`src/hw/rtl/rgb_triple_text_parser_defines.svh`:
```
// assertion helpers for the rgb triple text parser
`ifndef RGB_TRIPLE_TEXT_PARSER_DEFINES_SVH
`define RGB_TRIPLE_TEXT_PARSER_DEFINES_SVH

// condition and consequence in the same cycle
`define RTTP_ASSERT_SAME(name, ante, cons, msg) \
    name: assert property (@(posedge clk) disable iff (!rst_n) (ante) |-> (cons)) \
        else $error(msg);

// consequence in the cycle after the condition
`define RTTP_ASSERT_NEXT(name, ante, cons, msg) \
    name: assert property (@(posedge clk) disable iff (!rst_n) (ante) |=> (cons)) \
        else $error(msg);

`endif

```
`src/hw/rtl/rttp_pkg.sv`:
```
package rttp_pkg;

    // scan phase of the number reader
    typedef enum logic [2:0] {
        PH_SKIP   = 3'd0,
        PH_SIGN   = 3'd1,
        PH_DIGITS = 3'd2,
        PH_DONE   = 3'd3,
        PH_FAIL   = 3'd4
    } rttp_phase_t;

    // status codes on the result beat
    localparam logic STATUS_CHANGED = 1'b0;
    localparam logic STATUS_BAD     = 1'b1;

    // ascii codes
    localparam logic [7:0] CH_SPACE = 8'h20;
    localparam logic [7:0] CH_TAB   = 8'h09;
    localparam logic [7:0] CH_CR    = 8'h0D;
    localparam logic [7:0] CH_PLUS  = 8'h2B;
    localparam logic [7:0] CH_MINUS = 8'h2D;
    localparam logic [7:0] CH_ZERO  = 8'h30;
    localparam logic [7:0] CH_NINE  = 8'h39;

    // magnitude saturation point and clamp value
    localparam logic [8:0]  MAG_SAT   = 9'd256;
    localparam logic [12:0] MAG_SAT_W = 13'd256;
    localparam logic [7:0]  VAL_MAX   = 8'd255;
    localparam logic [1:0]  NUM_COUNT = 2'd3;

    function automatic logic is_blank(input logic [7:0] c);
        return (c == CH_SPACE) || ((c >= CH_TAB) && (c <= CH_CR));
    endfunction

    function automatic logic is_digit(input logic [7:0] c);
        return (c >= CH_ZERO) && (c <= CH_NINE);
    endfunction

    // finished number value: negatives give zero, large values clamp
    function automatic logic [7:0] clamp_value(input logic neg, input logic [8:0] mag);
        logic [7:0] v;
        if (neg)
            v = 8'd0;
        else if (mag[8])
            v = VAL_MAX;
        else
            v = mag[7:0];
        return v;
    endfunction

endpackage

```
`src/hw/rtl/rgb_triple_text_parser.sv`:
```
// rgb triple text parser
// The slave stream carries a text payload one byte per beat: tdata holds the
// byte, tlast marks the final byte, tuser flags a request with no payload
// (that beat alone ends the request and its byte is ignored). Three decimal
// numbers are read with strtol rules (blanks skipped, optional sign), each
// clamped to 0..255. At the end of a request one result beat leaves on the
// master stream: tdata holds the stored red, green and blue, tuser the status
// (0 changed, 1 bad request). A request without three numbers keeps the
// stored colour and reports bad request.
// A beat is taken into an input register and handled from there; a beat that
// ends a request loads its result into the result register.
// Throughput: one byte per cycle, except that a beat ending a request waits
// while the result register is full; the state update lies between the two.
// Reset clears the parser, the stored colour (to black) and both registers.
// When the receiver stalls, bytes that end no request keep flowing; a beat
// that ends a request waits in the input register, with tready held low,
// until the result register is free.
`include "rgb_triple_text_parser_defines.svh"

module rgb_triple_text_parser
    import rttp_pkg::*;
(
    input  logic        clk,
    input  logic        rst_n,
    input  logic        s_axis_tvalid,
    output logic        s_axis_tready,
    input  logic [7:0]  s_axis_tdata,   // [7:0] payload_byte
    input  logic        s_axis_tlast,
    input  logic        s_axis_tuser,   // [0] empty_payload
    output logic        m_axis_tvalid,
    input  logic        m_axis_tready,
    output logic [23:0] m_axis_tdata,   // [7:0] red, [15:8] green, [23:16] blue
    output logic        m_axis_tuser    // [0] status
);

    // input register
    logic       in_valid_reg;
    logic [7:0] in_byte_reg;
    logic       in_last_reg;
    logic       in_empty_reg;

    // parser state
    rttp_phase_t phase_reg, phase_next;
    logic [1:0]  index_reg, index_next;
    logic        neg_reg, neg_next;
    logic [8:0]  mag_reg, mag_next;
    logic [7:0]  pend_reg [3];
    logic [7:0]  pend_next [3];
    logic [7:0]  colour_reg [3];
    logic [7:0]  colour_next [3];
    logic        status_next;

    // result register
    logic        out_valid_reg;
    logic [23:0] out_data_reg;
    logic        out_status_reg;

    logic ends_request;
    logic advance;
    logic out_load;
    logic out_free;

    // handshake
    assign ends_request  = in_last_reg || in_empty_reg;
    assign out_free      = !out_valid_reg || m_axis_tready;
    assign advance       = in_valid_reg && (!ends_request || out_free);
    assign out_load      = advance && ends_request;
    assign s_axis_tready = !in_valid_reg || advance;

    // input register load
    always_ff @(posedge clk or negedge rst_n)
    begin
        if (!rst_n)
        begin
            in_valid_reg <= 1'b0;
        end
        else if (s_axis_tready)
        begin
            in_valid_reg <= s_axis_tvalid;
        end
    end

    always_ff @(posedge clk)
    begin
        if (s_axis_tvalid && s_axis_tready)
        begin
            in_byte_reg  <= s_axis_tdata;
            in_last_reg  <= s_axis_tlast;
            in_empty_reg <= s_axis_tuser;
        end
    end

    // next parser state for the byte in the input register
    always_comb
    begin
        logic        do_fin;
        logic        do_scan;
        logic [7:0]  c;
        logic [3:0]  d;
        logic [12:0] m;
        logic [7:0]  v;

        c = in_byte_reg;
        d = 4'(c - CH_ZERO);
        m = 13'({mag_reg, 3'b000}) + 13'({mag_reg, 1'b0}) + 13'(d);
        v = 8'd0;
        do_fin  = 1'b0;
        do_scan = 1'b0;

        phase_next = phase_reg;
        index_next = index_reg;
        neg_next   = neg_reg;
        mag_next   = mag_reg;
        for (int i = 0; i < 3; i++)
        begin
            pend_next[i]   = pend_reg[i];
            colour_next[i] = colour_reg[i];
        end
        status_next = STATUS_BAD;

        if (in_empty_reg)
        begin
            phase_next = PH_SKIP;
            index_next = 2'd0;
            neg_next   = 1'b0;
            mag_next   = 9'd0;
        end
        else
        begin
            // byte step
            unique case (phase_reg)
                PH_SKIP:
                begin
                    do_scan = 1'b1;
                end
                PH_SIGN:
                begin
                    if (is_digit(c))
                    begin
                        mag_next   = 9'(d);
                        phase_next = PH_DIGITS;
                    end
                    else
                    begin
                        phase_next = PH_FAIL;
                    end
                end
                PH_DIGITS:
                begin
                    if (is_digit(c))
                        mag_next = (m > MAG_SAT_W) ? MAG_SAT : m[8:0];
                    else
                        do_fin = 1'b1;
                end
                default:
                begin
                end
            endcase

            // number ended by a non-digit
            if (do_fin)
            begin
                v = clamp_value(neg_next, mag_next);
                case (index_next)
                    2'd0:    pend_next[0] = v;
                    2'd1:    pend_next[1] = v;
                    2'd2:    pend_next[2] = v;
                    default: ;
                endcase
                index_next = index_next + 2'd1;
                neg_next   = 1'b0;
                mag_next   = 9'd0;
                phase_next = (index_next == NUM_COUNT) ? PH_DONE : PH_SKIP;
                do_scan    = (phase_next == PH_SKIP);
            end

            // start of a new scan
            if (do_scan)
            begin
                if (is_blank(c))
                begin
                end
                else if ((c == CH_PLUS) || (c == CH_MINUS))
                begin
                    neg_next   = (c == CH_MINUS);
                    phase_next = PH_SIGN;
                end
                else if (is_digit(c))
                begin
                    mag_next   = 9'(d);
                    phase_next = PH_DIGITS;
                end
                else
                begin
                    phase_next = PH_FAIL;
                end
            end

            // end of payload terminates the request
            if (in_last_reg)
            begin
                if (phase_next == PH_DIGITS)
                begin
                    v = clamp_value(neg_next, mag_next);
                    case (index_next)
                        2'd0:    pend_next[0] = v;
                        2'd1:    pend_next[1] = v;
                        2'd2:    pend_next[2] = v;
                        default: ;
                    endcase
                    index_next = index_next + 2'd1;
                    phase_next = (index_next == NUM_COUNT) ? PH_DONE : PH_SKIP;
                end
                if (phase_next == PH_DONE)
                begin
                    for (int i = 0; i < 3; i++)
                        colour_next[i] = pend_next[i];
                    status_next = STATUS_CHANGED;
                end
                phase_next = PH_SKIP;
                index_next = 2'd0;
                neg_next   = 1'b0;
                mag_next   = 9'd0;
            end
        end
    end

    // parser state registers
    always_ff @(posedge clk or negedge rst_n)
    begin
        if (!rst_n)
        begin
            phase_reg <= PH_SKIP;
            index_reg <= 2'd0;
            neg_reg   <= 1'b0;
            mag_reg   <= 9'd0;
            for (int i = 0; i < 3; i++)
                colour_reg[i] <= 8'd0;
        end
        else if (advance)
        begin
            phase_reg <= phase_next;
            index_reg <= index_next;
            neg_reg   <= neg_next;
            mag_reg   <= mag_next;
            for (int i = 0; i < 3; i++)
                colour_reg[i] <= colour_next[i];
        end
    end

    // pending values, written before they are read in a request
    always_ff @(posedge clk)
    begin
        if (advance)
        begin
            for (int i = 0; i < 3; i++)
                pend_reg[i] <= pend_next[i];
        end
    end

    // result register
    always_ff @(posedge clk or negedge rst_n)
    begin
        if (!rst_n)
        begin
            out_valid_reg <= 1'b0;
        end
        else if (out_load)
        begin
            out_valid_reg <= 1'b1;
        end
        else if (m_axis_tready)
        begin
            out_valid_reg <= 1'b0;
        end
    end

    always_ff @(posedge clk)
    begin
        if (out_load)
        begin
            out_data_reg   <= {colour_next[2], colour_next[1], colour_next[0]};
            out_status_reg <= status_next;
        end
    end

    assign m_axis_tvalid = out_valid_reg;
    assign m_axis_tdata  = out_data_reg;
    assign m_axis_tuser  = out_status_reg;

    // checks
    `RTTP_ASSERT_SAME(a_done_index, 1'b1, ((index_reg == NUM_COUNT) == (phase_reg == PH_DONE)), "number index and done phase disagree")
    `RTTP_ASSERT_SAME(a_mag_range, 1'b1, (mag_reg <= MAG_SAT), "magnitude above saturation")
    `RTTP_ASSERT_SAME(a_neg_phase, neg_reg, ((phase_reg == PH_SIGN) || (phase_reg == PH_DIGITS) || (phase_reg == PH_FAIL)), "sign flag set outside a number")
    `RTTP_ASSERT_NEXT(a_result_load, out_load, (out_valid_reg && (index_reg == 2'd0) && (phase_reg == PH_SKIP)), "request end did not restart parser")

endmodule

```
`config.mk`:
```
export PLATFORM = sky130hd
export DESIGN_NAME = rgb_triple_text_parser
export DESIGN_NICKNAME = d
export VERILOG_FILES = /design/src/hw/rtl/rttp_pkg.sv /design/src/hw/rtl/rgb_triple_text_parser.sv
export VERILOG_INCLUDE_DIRS = /design/src /design/src/hw/rtl
export SDC_FILE = /design/constraint.sdc
export NUM_CORES = 1
export LEC_CHECK = 0
export BUFFER_PORTS_ARGS = -buffer_cell sky130_fd_sc_hd__buf_2
export CORE_UTILIZATION = 55
export DETAILED_ROUTE_END_ITERATION = 7
export PLACE_DENSITY = 0.8
export SETUP_SLACK_MARGIN = 0.1
export SYNTH_ARGS = -nofsm -noshare
export SYNTH_HDL_FRONTEND = slang
export SYNTH_SLANG_ARGS = --single-unit
```
`constraint.sdc`:
```
create_clock -name clk -period 4.5 [get_ports clk]
set_input_delay 0 -clock clk [delete_from_list [all_inputs] [get_ports clk]]
set_output_delay 0 -clock clk [all_outputs]
set_load 0.1 [all_outputs]
```
==> impl_results.md, run 1 <==
- Finished Cell Area: 6570 sq um
- Die Y: 106 um
- Synth Net Count: 575
- Minimum clock period: 4090 ps
- Final Util: 0.633
- Die Wd: 106 um
- Largest area contributor in the synthesized netlist: edfxtp_1
- Synth Instances: 538
- Initial antenna violation count: 0
- Clock skew: 9.91 ps
- First-pass GRT wire length: 23400 um
- R2R Setup Slk: 410 ps
- Smallest hold slack: 319 ps
- Synth Cell Area: 5920 sq um
- Leak: 2.81 nW
- Detailed Place HPWL: 10000 um
- Ant diodes: 0
- Startpoint Class: flip-flop
- Combinational power share: 0.146
- Peak Freq: 244 MHz
- Crit path DAT: 4350 ps
- Synth unique cells: 87
- Placed Instances: 697
- Mapped Avg Cell Area: 11.0 sq um
- Synth Area in Adders: 0.0511
- FF/Latch Area: 2800 sq um
- Die area: 11200 sq um
- Ys async rst share: 0.410
- DR vias: 4679
- Min-Delay Path Class: in -> async
- Register area share after synthesis: 0.473
- Pin count of the biggest net entering global routing: 42
- Post-route ant nets: 0
- Core Region: 10400 sq um
- Port Buf Inserts: 40
- Pwr per Cell Area: 294 nW/um^2
- H-tree levels: 3
- Longest Clk Path Bufs: 2
- Post-synth top area share: 0.299
- Internal power: 0.00136 W
- Seq cells post-synth: 100
- Top cells by area, synth: edfxtp_1, dfrtp_1, mux2_2
- Number of global-route vias before repair: 4780
- XOR/XNOR share of the synthesized area: 0.0129
- # Post-CTS Setup Buffers: 0
- Measured slew at the worst slew-check pin: 992 ps
- Synth Area in Simple Gates: 0.124
- Max VDD drop: 194 uV
- R2R depth: 11
- Fin. Hold Viols: 0
- Reg clk slew, reported paths: 100 ps
- Relative slew slack: 0.339
- Tot GR Track Use: 0.267
- NetSw: 0.000577 W
- Compound-Gate Fraction of Synth Area: 0.230
- Initial core utilization: 0.571
- Site Rows: 37
- Fin crit share: 0.910
- Main combinational cell family by area after synthesis: compound AO/OA/AOI/OAI gates
- Setup_tns: 0 ps
- Worst setup endpoint: m_axis_tdata[19]
- Ports: 41
- Sw Share: 0.298
- # nets final: 622
- Maxcap violations: 0
- Setup CP Type: reg -> reg
- Placed instance area: 6230 sq um
- Placer congestion estimate: 0.901
- Top_reg_cell synth: edfxtp_1
- Vias per cell: 6.44
- CTS buffer count: 9
- Post-synth EDFFs: 59
- Mux share of post-synthesis cell area: 0.0818
- Clock network power share: 0.314
- Required time of the critical path: 4760 ps
- Proportion of layout cells with a drive suffix above 1: 0.208
- Status: finished, final reports clean
- Worst skew pair latency: 380 ps
- Grt ovf: 0
- Sequential power share: 0.540
- Synthesis Warnings: 0
- Iter 0 DRT Violations: 395
- Clk sinks: 100
- Area of the multi-input gates: 2960 sq um
- CTS tree: yes
- Finish-stage setup viols: 0
- Area grow syn2layout: 10.9%
- DRT Pass-1 Iters: 5
- Fin cells: 726
- Reg-to-reg startpoint: in_byte_reg[3]
- CP endpoint kind: flip-flop
- Final wirelength: 14100 um
- RSZ-0062 raised after global routing: no
- Crit. Startpoint: in_byte_reg[3]
- Layout fillers: 824
- Worst-path maximum fanout: 10
- Final Max Tran Viols: 0
- Post-route DRC: 0
- Reg2reg end: m_axis_tdata[19]
- Wire per inst: 19.4 um
- CTS root buffer: clkbuf_8
[cells in the final DEF, fill, tap and decap left out, types with 13 or more instances in the layout]
cell type / netlist / layout
ha_1: 21 / 21
o21ai_0: 23 / 23
dlygate4sd3_1: 0 / 13
a21oi_1: 25 / 25
a22o_1: 19 / 19
edfxtp_1: 59 / 59
mux2_2: 26 / 26
buf_2: 14 / 40
nor2_1: 31 / 29
nand2_1: 54 / 54
o21ai_1: 20 / 20
dfrtp_1: 41 / 41
[cell type report]
class	instances	area share
well taps	136	0.0259
inverters	11	0.00629
repair buffers	61	0.0594
multi-input cells	402	0.451
clock inverters	6	0.0116
clock buffers	10	0.0194
flip-flops and latches	100	0.426
[synthesized netlist by cell type, types with 9 or more instances]
library cell	instances
mux2_2	26
o21ai_0	23
buf_2	14
nor2_1	31
inv_1	11
nand2_1	54
dfrtp_1	41
o21ai_1	20
a22o_1	19
edfxtp_1	59
mux2i_1	9
and2_1	10
mux2_1	9
a22oi_1	9
ha_1	21
a32o_1	11
a21oi_1	25
[per-layer routing]
metal  track usage  part of all wire  routed length [um]  up-vias
met4        0.0843             0.020                 285        0
met1         0.330              0.42                5880     2296
met2         0.468              0.50                7110      182
met3        0.0507             0.059                 828       31
met5             0                 0                   0        -
li1              -                 -                   -     2170
[through the flow]
stage / power [W] / setup slack [ps]
5_1_grt: 0.00200 / 247
3_3_place_gp: 0.00133 / 484
3_5_place_dp: 0.00133 / 463
4_1_cts: 0.00194 / 433
6_report: 0.00193 / 405
2_1_floorplan: 0.00127 / 844
[how the worst min path moves through the flow]
stage	start	to	slack, ps	cells after the start
floorplan	rst_n	colour_reg[0]	-300	0
global placement	s_axis_tdata[2]	in_byte_reg[2]	180	1
detailed placement	s_axis_tdata[4]	in_byte_reg[4]	180	1
CTS	s_axis_tuser	in_empty_reg	310	2
global route	s_axis_tlast	in_last_reg	310	2
finish	rst_n	colour_reg[21]	320	2
[logic make-up (layout without fill, tap and decap cells)]
group                      Yosys count  count (layout)
DFF                                100             100
xor gates and xnor gates             7               7
adders and majority gates           23              23
muxes                               44              44
AOI/OAI and AO/OA                  184             184
buffers and inverters               36              88
and+or+nand+nor                    144             144
[critical path, cell delays in order (launching register included)]
cell and delay, ps:
edfxtp_1 550, fa_1 610, inv_1 60, fa_1 450, xnor2_1 230, or4_1 520, a2111oi_2 350, nand2b_4 230
a41oi_1 220, a31o_1 370, a2bb2oi_1 210, mux2_2 190
[what timing repair did]
item                                    CTS  global route
endpoints found under the setup margin    0             0
hold endpoints to repair                 53             0
resized for setup                         0             0
hold buffers                             13             0
[power by group through the flow]
stage / Sequential, W / Combinational, W / Clock [W]
after global routing: 0.00105 / 0.000301 / 0.000648
after detailed placement: 0.00106 / 0.000273 / 0
after CTS: 0.00104 / 0.000283 / 0.000613
final: 0.00104 / 0.000282 / 0.000607
after global placement: 0.00106 / 0.000268 / 0
after floorplan: 0.00116 / 0.000105 / 0
Note: power is estimated with default switching activity, not from simulation.
==> run 2, diff against run 1 <==
CORE_UTILIZATION = 61   (was 55)
PLACE_DENSITY = 0.86   (was 0.8)
==> impl_results.md, run 2 (synthesis gave the netlist of run 1 again) <==
- Final Max Tran Viols: 0 (unchanged)
- Clock network power share: 0.297 (-0.017)
- Maxcap violations: 0 (unchanged)
- Vias per cell: 6.53 (+1.3%)
- DRT Pass-1 Iters: 5 (unchanged)
- Required time of the critical path: 4750 ps (about the same)
- Placer congestion estimate: 0.908 (+0.72%)
- Detailed Place HPWL: 9580 um (-4.5%)
- Fin crit share: 0.919 (+0.00882)
- Max VDD drop: 200 uV (+3.1%)
- Port Buf Inserts: 40 (unchanged)
- Number of global-route vias before repair: 4611 (-3.5%)
- CTS buffer count: 9 (unchanged)
- Clk sinks: 100 (unchanged)
- Worst skew pair latency: 380 ps (about the same)
- Post-CTS Resized: 0 (unchanged)
- Iter 0 DRT Violations: 375 (-5.1%)
- NetSw: 0.000586 W (+1.6%)
- Setup_tns: 0 ps (unchanged)
- Status: finished, final reports clean
- Crit path DAT: 4380 ps (+30 ps)
- DR vias: 4696 (+0.36%)
- Peak Freq: 242 MHz (-0.96%)
- Sw Share: 0.311 (+0.0127)
- Initial antenna violation count: 0 (unchanged)
- CP endpoint kind: flip-flop
- Site Rows: 35 (-5.4%)
- Pwr per Cell Area: 288 nW/um^2 (-2.2%)
- Setup CP Type: reg -> reg
- Area grow syn2layout: 10.5%
- Commonest cells after routing, fill and taps aside: edfxtp_1, nand2_1, dfrtp_1
- Leak: 2.79 nW (-0.58%)
- Proportion of layout cells with a drive suffix above 1: 0.210 (+0.00169)
- CTS root buffer: clkbuf_8
- Ports: 41 (unchanged)
- Final wirelength: 13700 um (-2.9%)
- Sequential power share: 0.554 (+0.014)
- # nets final: 622 (unchanged)
- Tot GR Track Use: 0.285 (+0.0181)
- Grt ovf: 0 (unchanged)
- Ant diodes: 0 (unchanged)
- H-tree levels: 3 (unchanged)
- First-pass GRT wire length: 22300 um (-4.4%)
- Min-Delay Path Class: in -> async
- Worst-path maximum fanout: 10 (unchanged)
- Post-route ant nets: 0 (unchanged)
- Combinational power share: 0.150 (+0.004)
- Post-route DRC: 0 (unchanged)
- Internal power: 0.00130 W (-4.3%)
- Clock skew: 14.6 ps (+4.65 ps)
- CTS tree: yes
- Finish-stage setup viols: 0 (unchanged)
- Relative slew slack: 0.331 (-0.00799)
- Fin. Hold Viols: 0 (unchanged)
- Startpoint Class: flip-flop
- Met3 GRT Util: 0.0513 (+0.000606)
- Met2 Use GR: 0.479 (+0.0107)
- Die Y: 101 um (-5.0%)
- Measured slew at the worst slew-check pin: 1000 ps (+12.0 ps)
- RSZ-0062 raised after global routing: no
- Minimum clock period: 4130 ps (+39.7 ps)
- GRT busiest layer: met2
- Hold_buf cts: 13 (unchanged)
- Die area: 10100 sq um (-9.7%)
- Core Region: 9330 sq um (-10%)
- Longest Clk Path Bufs: 2 (unchanged)
- # Post-CTS Setup Buffers: 0 (unchanged)
- Met1 Usage GRT: 0.371 (+0.0405)
- Initial core utilization: 0.635 (+0.0638)
- Pin count of the biggest net entering global routing: 42 (unchanged)
- Die Wd: 101 um (-5.0%)
- Final Util: 0.701 (+0.0681)
- Wire per inst: 19.1 um (-1.9%)
- Reg clk slew, reported paths: 110 ps (about the same)
- Commonest non-fill, non-tap cell in the layout: edfxtp_1
==> run 2: cell count changes in the layout (fill, tap and decap cells not counted), sizes merged <==
cell | previous run | this run
bufinv | 1 | 0
clkbuf | 10 | 9
clkinv | 1 | 3
clkinvlp | 0 | 3
inv | 15 | 12
==> run 2: final timing paths <==
check,startpoint,to,slack (ps),depth (start not counted)
worst min-delay path,rst_n,colour_reg[22],320,2
worst max register to register,in_byte_reg[3],m_axis_tdata[19],370,11
max in group asynchronous,rst_n,phase_reg[1],3560,2
worst max-delay path,in_byte_reg[3],m_axis_tdata[19],370,11
min in group clk,s_axis_tdata[7],in_byte_reg[7],320,2
worst min register to register,colour_reg[14],colour_reg[14],490,1
==> run 2: metrics by stage <==
step / instance area [sq um] / hold slack (ps) / total power [W] / setup slack (ps) / std cells
floorplan: 5920 / -296 / 0.00127 / 844 / 538
global placement: 6220 / 177 / 0.00133 / 487 / 690
detailed placement: 6220 / 179 / 0.00133 / 433 / 690
CTS: 6540 / 329 / 0.00187 / 388 / 719
global route: 6540 / 321 / 0.00193 / 183 / 719
finish: 6540 / 317 / 0.00188 / 365 / 719
==> run 2: critical path, cell delays in order (launching register included) <==
cell	delay [ps]
edfxtp_1	550
fa_1	620
inv_1	70
fa_1	460
xnor2_1	210
or4_1	500
a2111oi_2	340
nand2b_4	230
a41oi_1	200
a31o_1	340
a2bb2oi_1	250
mux2_2	220
==> run 2: power groups by stage <==
stage                     Combinational, W  Clock (W)  Sequential [W]
after floorplan                   0.000105          0         0.00116
after global placement            0.000266          0         0.00106
after detailed placement          0.000271          0         0.00106
after CTS                         0.000281   0.000552         0.00104
after global routing              0.000299   0.000589         0.00105
final                             0.000282   0.000558         0.00104
==> run 2: cell type report <==
type / count / area [sq um]
clock inverter: 7 / 63.8
clock buffer: 9 / 124
multi-input combinational: 402 / 2960
inverter: 11 / 41.3
sequential: 100 / 2800
fill: 668 / 2790
tap: 129 / 161
timing repair buffer: 61 / 390
==> run 2: layer usage <==
layer	share of wire	routed length, um
met4	0.016	226
met2	0.49	6750
met1	0.41	5680
met5	0	0
met3	0.076	1040
